## src/sv/spq_pkg.sv

```systemverilog
package spq_pkg;

  localparam int unsigned DEPTH  = 256;
  localparam int unsigned OCC_W  = $clog2(DEPTH + 1);
  localparam int unsigned WGT_W  = 32;
  localparam int unsigned SYM_W  = 8;
  localparam int unsigned HDL_W  = 9;
  localparam int unsigned STAT_W = 2;

  localparam logic KIND_ENQ = 1'b0;
  localparam logic KIND_DEQ = 1'b1;

  localparam logic [STAT_W-1:0] STATUS_OK    = 2'd0;
  localparam logic [STAT_W-1:0] STATUS_EMPTY = 2'd1;
  localparam logic [STAT_W-1:0] STATUS_FULL  = 2'd2;

  typedef struct packed {
    logic [WGT_W-1:0] weight;
    logic [SYM_W-1:0] symbol;
    logic [HDL_W-1:0] handle;
  } entry_t;

  typedef enum logic [2:0] {
    OP_NONE,
    OP_INSERT,
    OP_REMOVE,
    OP_ERR_EMPTY,
    OP_ERR_FULL
  } op_e;

  // controller to datapath
  typedef struct packed {
    logic load_in;
    logic load_out;
    op_e  op;
  } cmd_t;

  // datapath to controller
  typedef struct packed {
    logic kind;
    logic empty;
    logic full;
  } stat_t;

  typedef struct packed {
    logic [HDL_W-1:0]  handle;
    logic [WGT_W-1:0]  weight;
    logic [SYM_W-1:0]  symbol;
    logic [STAT_W-1:0] status;
    logic              is_empty;
    logic              size_is_one;
  } result_t;

  // strict order: weight first, then symbol
  function automatic logic entry_before(entry_t a, entry_t b);
    logic r;
    if (a.weight != b.weight) begin
      r = a.weight < b.weight;
    end else begin
      r = a.symbol < b.symbol;
    end
    return r;
  endfunction

endpackage

```

## src/sv/spq_ctrl.sv

```systemverilog
module spq_ctrl import spq_pkg::*; (
  input  logic  clk_i,
  input  logic  rst_ni,
  input  logic  in_valid_i,
  output logic  in_ready_o,
  output logic  out_valid_o,
  input  logic  out_ready_i,
  input  stat_t stat_i,
  output cmd_t  cmd_o
);

  typedef enum logic {S_IDLE, S_EXEC} state_e;

  state_e state_q, state_d;
  logic   out_valid_q, out_valid_d;
  logic   out_free;
  op_e    op_sel;

  assign in_ready_o  = (state_q == S_IDLE);
  assign out_valid_o = out_valid_q;
  assign out_free    = !out_valid_q || out_ready_i;

  always_comb begin
    if (stat_i.kind == KIND_ENQ) begin
      op_sel = stat_i.full ? OP_ERR_FULL : OP_INSERT;
    end else begin
      op_sel = stat_i.empty ? OP_ERR_EMPTY : OP_REMOVE;
    end
  end

  always_comb begin
    state_d       = state_q;
    out_valid_d   = out_valid_q && !out_ready_i;
    cmd_o.load_in  = 1'b0;
    cmd_o.load_out = 1'b0;
    cmd_o.op       = OP_NONE;
    case (state_q)
      S_IDLE: begin
        if (in_valid_i) begin
          cmd_o.load_in = 1'b1;
          state_d       = S_EXEC;
        end
      end
      S_EXEC: begin
        if (out_free) begin
          cmd_o.load_out = 1'b1;
          cmd_o.op       = op_sel;
          out_valid_d    = 1'b1;
          state_d        = S_IDLE;
        end
      end
      default: state_d = S_IDLE;
    endcase
  end

  always_ff @(posedge clk_i or negedge rst_ni) begin
    if (!rst_ni) begin
      state_q     <= S_IDLE;
      out_valid_q <= 1'b0;
    end else begin
      state_q     <= state_d;
      out_valid_q <= out_valid_d;
    end
  end

endmodule

```

## config.mk

```make
export PLATFORM = sky130hd
export DESIGN_NAME = spq_ctrl
export DESIGN_NICKNAME = d
export VERILOG_FILES = /design/src/sv/spq_pkg.sv /design/src/sv/spq_ctrl.sv
export SDC_FILE = /design/constraint.sdc
export NUM_CORES = 1
export LEC_CHECK = 0
export BUFFER_PORTS_ARGS = -buffer_cell sky130_fd_sc_hd__clkbuf_2
export CAP_MARGIN = 15
export CORE_AREA = 4 4 41 43
export CTS_CLUSTER_DIAMETER = 150
export CTS_CLUSTER_SIZE = 8
export DETAILED_ROUTE_END_ITERATION = 10
export DIE_AREA = 0 0 45 47
export SLEW_MARGIN = 20
export SYNTH_ARGS = -nofsm -noshare
export SYNTH_HDL_FRONTEND = slang
export SYNTH_SLANG_ARGS = --single-unit
```

## constraint.sdc

```tcl
create_clock -name clk_i -period 1.1 [get_ports clk_i]
set_input_delay 0.055 -clock clk_i [delete_from_list [all_inputs] [get_ports clk_i]]
set_output_delay 0.055 -clock clk_i [all_outputs]
set_load 0.005 [all_outputs]
```

==> out/results.txt <==
flop2flop setup slack -> 0.33 ns
antenna-violating nets left -> 0
chip height -> 47 µm
Fill cells -> 154
post-synthesis mux area share -> 0
DRT iter0 DRCs -> 0
compound-cell area share of the yosys netlist -> 0.133
Tmin final -> 1.06 ns
Worst EP required -> 1.04 ns
# diodes -> 0
Hold Path Class -> in -> async
# clock sinks -> 2
setup_tns -> 0 ns
DR vias/cell -> 3.41
clock buffer depth -> 2
Reg2Reg Depth -> 2
status -> completed
vias -> 157
final hold vios -> 0
share of cells above drive strength 1 -> 0.677
vias in the first global route -> 142
post-synthesis area per instance -> 10.1 µm²
1st-pass router iterations -> 1
Final Max Tran Viols -> 0
power per cell area -> 1450 nW/µm²
Worst setup EP type -> output port
simple-gate share of the synthesized area -> 0.457
synthesized instance count -> 13
Yosys warning count -> 0
Placeable Area -> 1300 µm²
die width -> 45 µm
full die area -> 2120 µm²
Mapped Nets -> 20
clock latency on the worst-skew pair -> 0.22 ns
gr usage total -> 0.0505
Yosys reg bits -> 2
global-route wire length before repair -> 600 µm
final net count -> 40
TritonCTS clock tree -> built
initial antenna violation count -> 0
fin crit share -> 0.966
largest family of logic cells by synthesized area -> simple AND/OR/NAND/NOR gates
GPL Wtd Cong -> 0.565
RSZ-0062 raised after global routing -> true
sequential standard cell area -> 50.0 µm²
FMAX -> 0.941 GHz
synthesized area -> 131 µm²
max-cap check violation count -> 0
clk root buf -> clkbuf_4
Worst Path Class, Setup -> reg -> out
CP Max Fanout -> 6
Final Instance Area -> 255 µm²
Initial Utilization -> 0.101
placement-stage cell area -> 215 µm²
commonest non-fill, non-tap cell in the layout -> clkbuf_2
drt drc -> 0
Ports -> 14
Post-DP HPWL -> 312 µm
critical path data arrival time -> 1.01 ns
Leak Pwr -> 0.153 nW
pin count of the biggest net entering global routing -> 7
Remaining Overflow, GRT -> 0
max-slew headroom at the worst pin -> 0.860
TritonCTS Buffers -> 3
PortBufs -> 13
post-synthesis sequential area ratio -> 0.381
area delta synth->final -> 94.3%
Peak VDD IR -> 0.225 mV
Synth Area in XOR/XNOR -> 0
final core utilization -> 0.196
CTS H-tree depth -> 1
most frequent cells in the layout -> 12 x clkbuf_2, 3 x clkbuf_4, 2 x and2_1, 2 x dfrtp_1
Final setup viols -> 0
Adder-Cell Fraction of Synth Area -> 0
Worst-path clk slew -> 0.03 ns
multi-input logic area -> 77.6 µm²
final wirelength -> 396 µm
Pwr Total -> 0.370 mW
# rows -> 13
count of different cell masters after synthesis -> 11
Slew @ Worst Pin -> 0.209 ns
CP Launch Type -> register
DR WL/cell -> 8.61 µm
Final Skew -> 0.000372 ns
## cell usage after synthesis
cell type / number / area share
and2_1: 2 / 0.095
nor2b_2: 1 / 0.067
o211a_1: 1 / 0.076
dfrtp_1: 2 / 0.38
and3_2: 1 / 0.057
and4b_1: 1 / 0.076
o21bai_1: 1 / 0.057
inv_2: 1 / 0.029
nand2_1: 1 / 0.029
nand2b_4: 1 / 0.10
nor2_1: 1 / 0.029
## metrics by stage
step,setup slack [ns],hold WS [ns],std cells
after floorplan,0.360,-0.241,13
after global placement,0.258,-0.158,41
after detailed placement,0.258,-0.157,41
after CTS,0.00706,0.130,45
after global routing,-0.0129,0.134,46
final,0.0376,0.148,46
## layer usage
layer | vias up | track usage | part of all wire
met4 | 0 | 0.105 | 0.048
met1 | 64 | 0.0385 | 0.38
met5 | - | 0 | 0
met2 | 8 | 0.0565 | 0.48
li1 | 83 | - | -
met3 | 2 | 0.0345 | 0.078
## final timing paths
check	startpoint	endpoint
min in group clk_i	in_valid_i	state_q
worst max register to register	state_q	state_q
worst min register to register	state_q	out_valid_o
worst min-delay path	rst_ni	out_valid_o
worst max-delay path	state_q	cmd_o[2]
max in group asynchronous	rst_ni	state_q
## critical path, stage by stage, from the launching register on
cell and delay, ns:
dfrtp_1 0.43, and4b_1 0.23, buf_2 0.12
## where the power goes
part,switching [mW],internal (mW)
sequential,0.0184,0.0876
combinational,0.0405,0.0601
clock,0.0431,0.120
## final cells by class
type / count / area share
timing repair buffer: 15 / 0.324
multi-input combinational: 10 / 0.304
sequential: 2 / 0.196
clock buffer: 3 / 0.0882
tap: 15 / 0.0735
inverter: 1 / 0.0147
## sequential cells by signal (all words and copies together) (netlist names)
| name | flops |
|---|---|
| state_q | 1 |
| out_valid_o | 1 |
## cells by family after synthesis
family / count (synthesis)
DFF: 2
and+or+nand+nor: 8
buffers and inverters: 1
AOI/OAI and AO/OA: 2
## what timing repair did
item / in CTS / in global routing
setup endpoints to repair: 0 / 2
hold buffers: 1 / 0
gates resized for setup: 0 / 1
hold endpoints to repair: 2 / 0
setup buffers: 0 / 1
(Power assumes the default switching activity.)
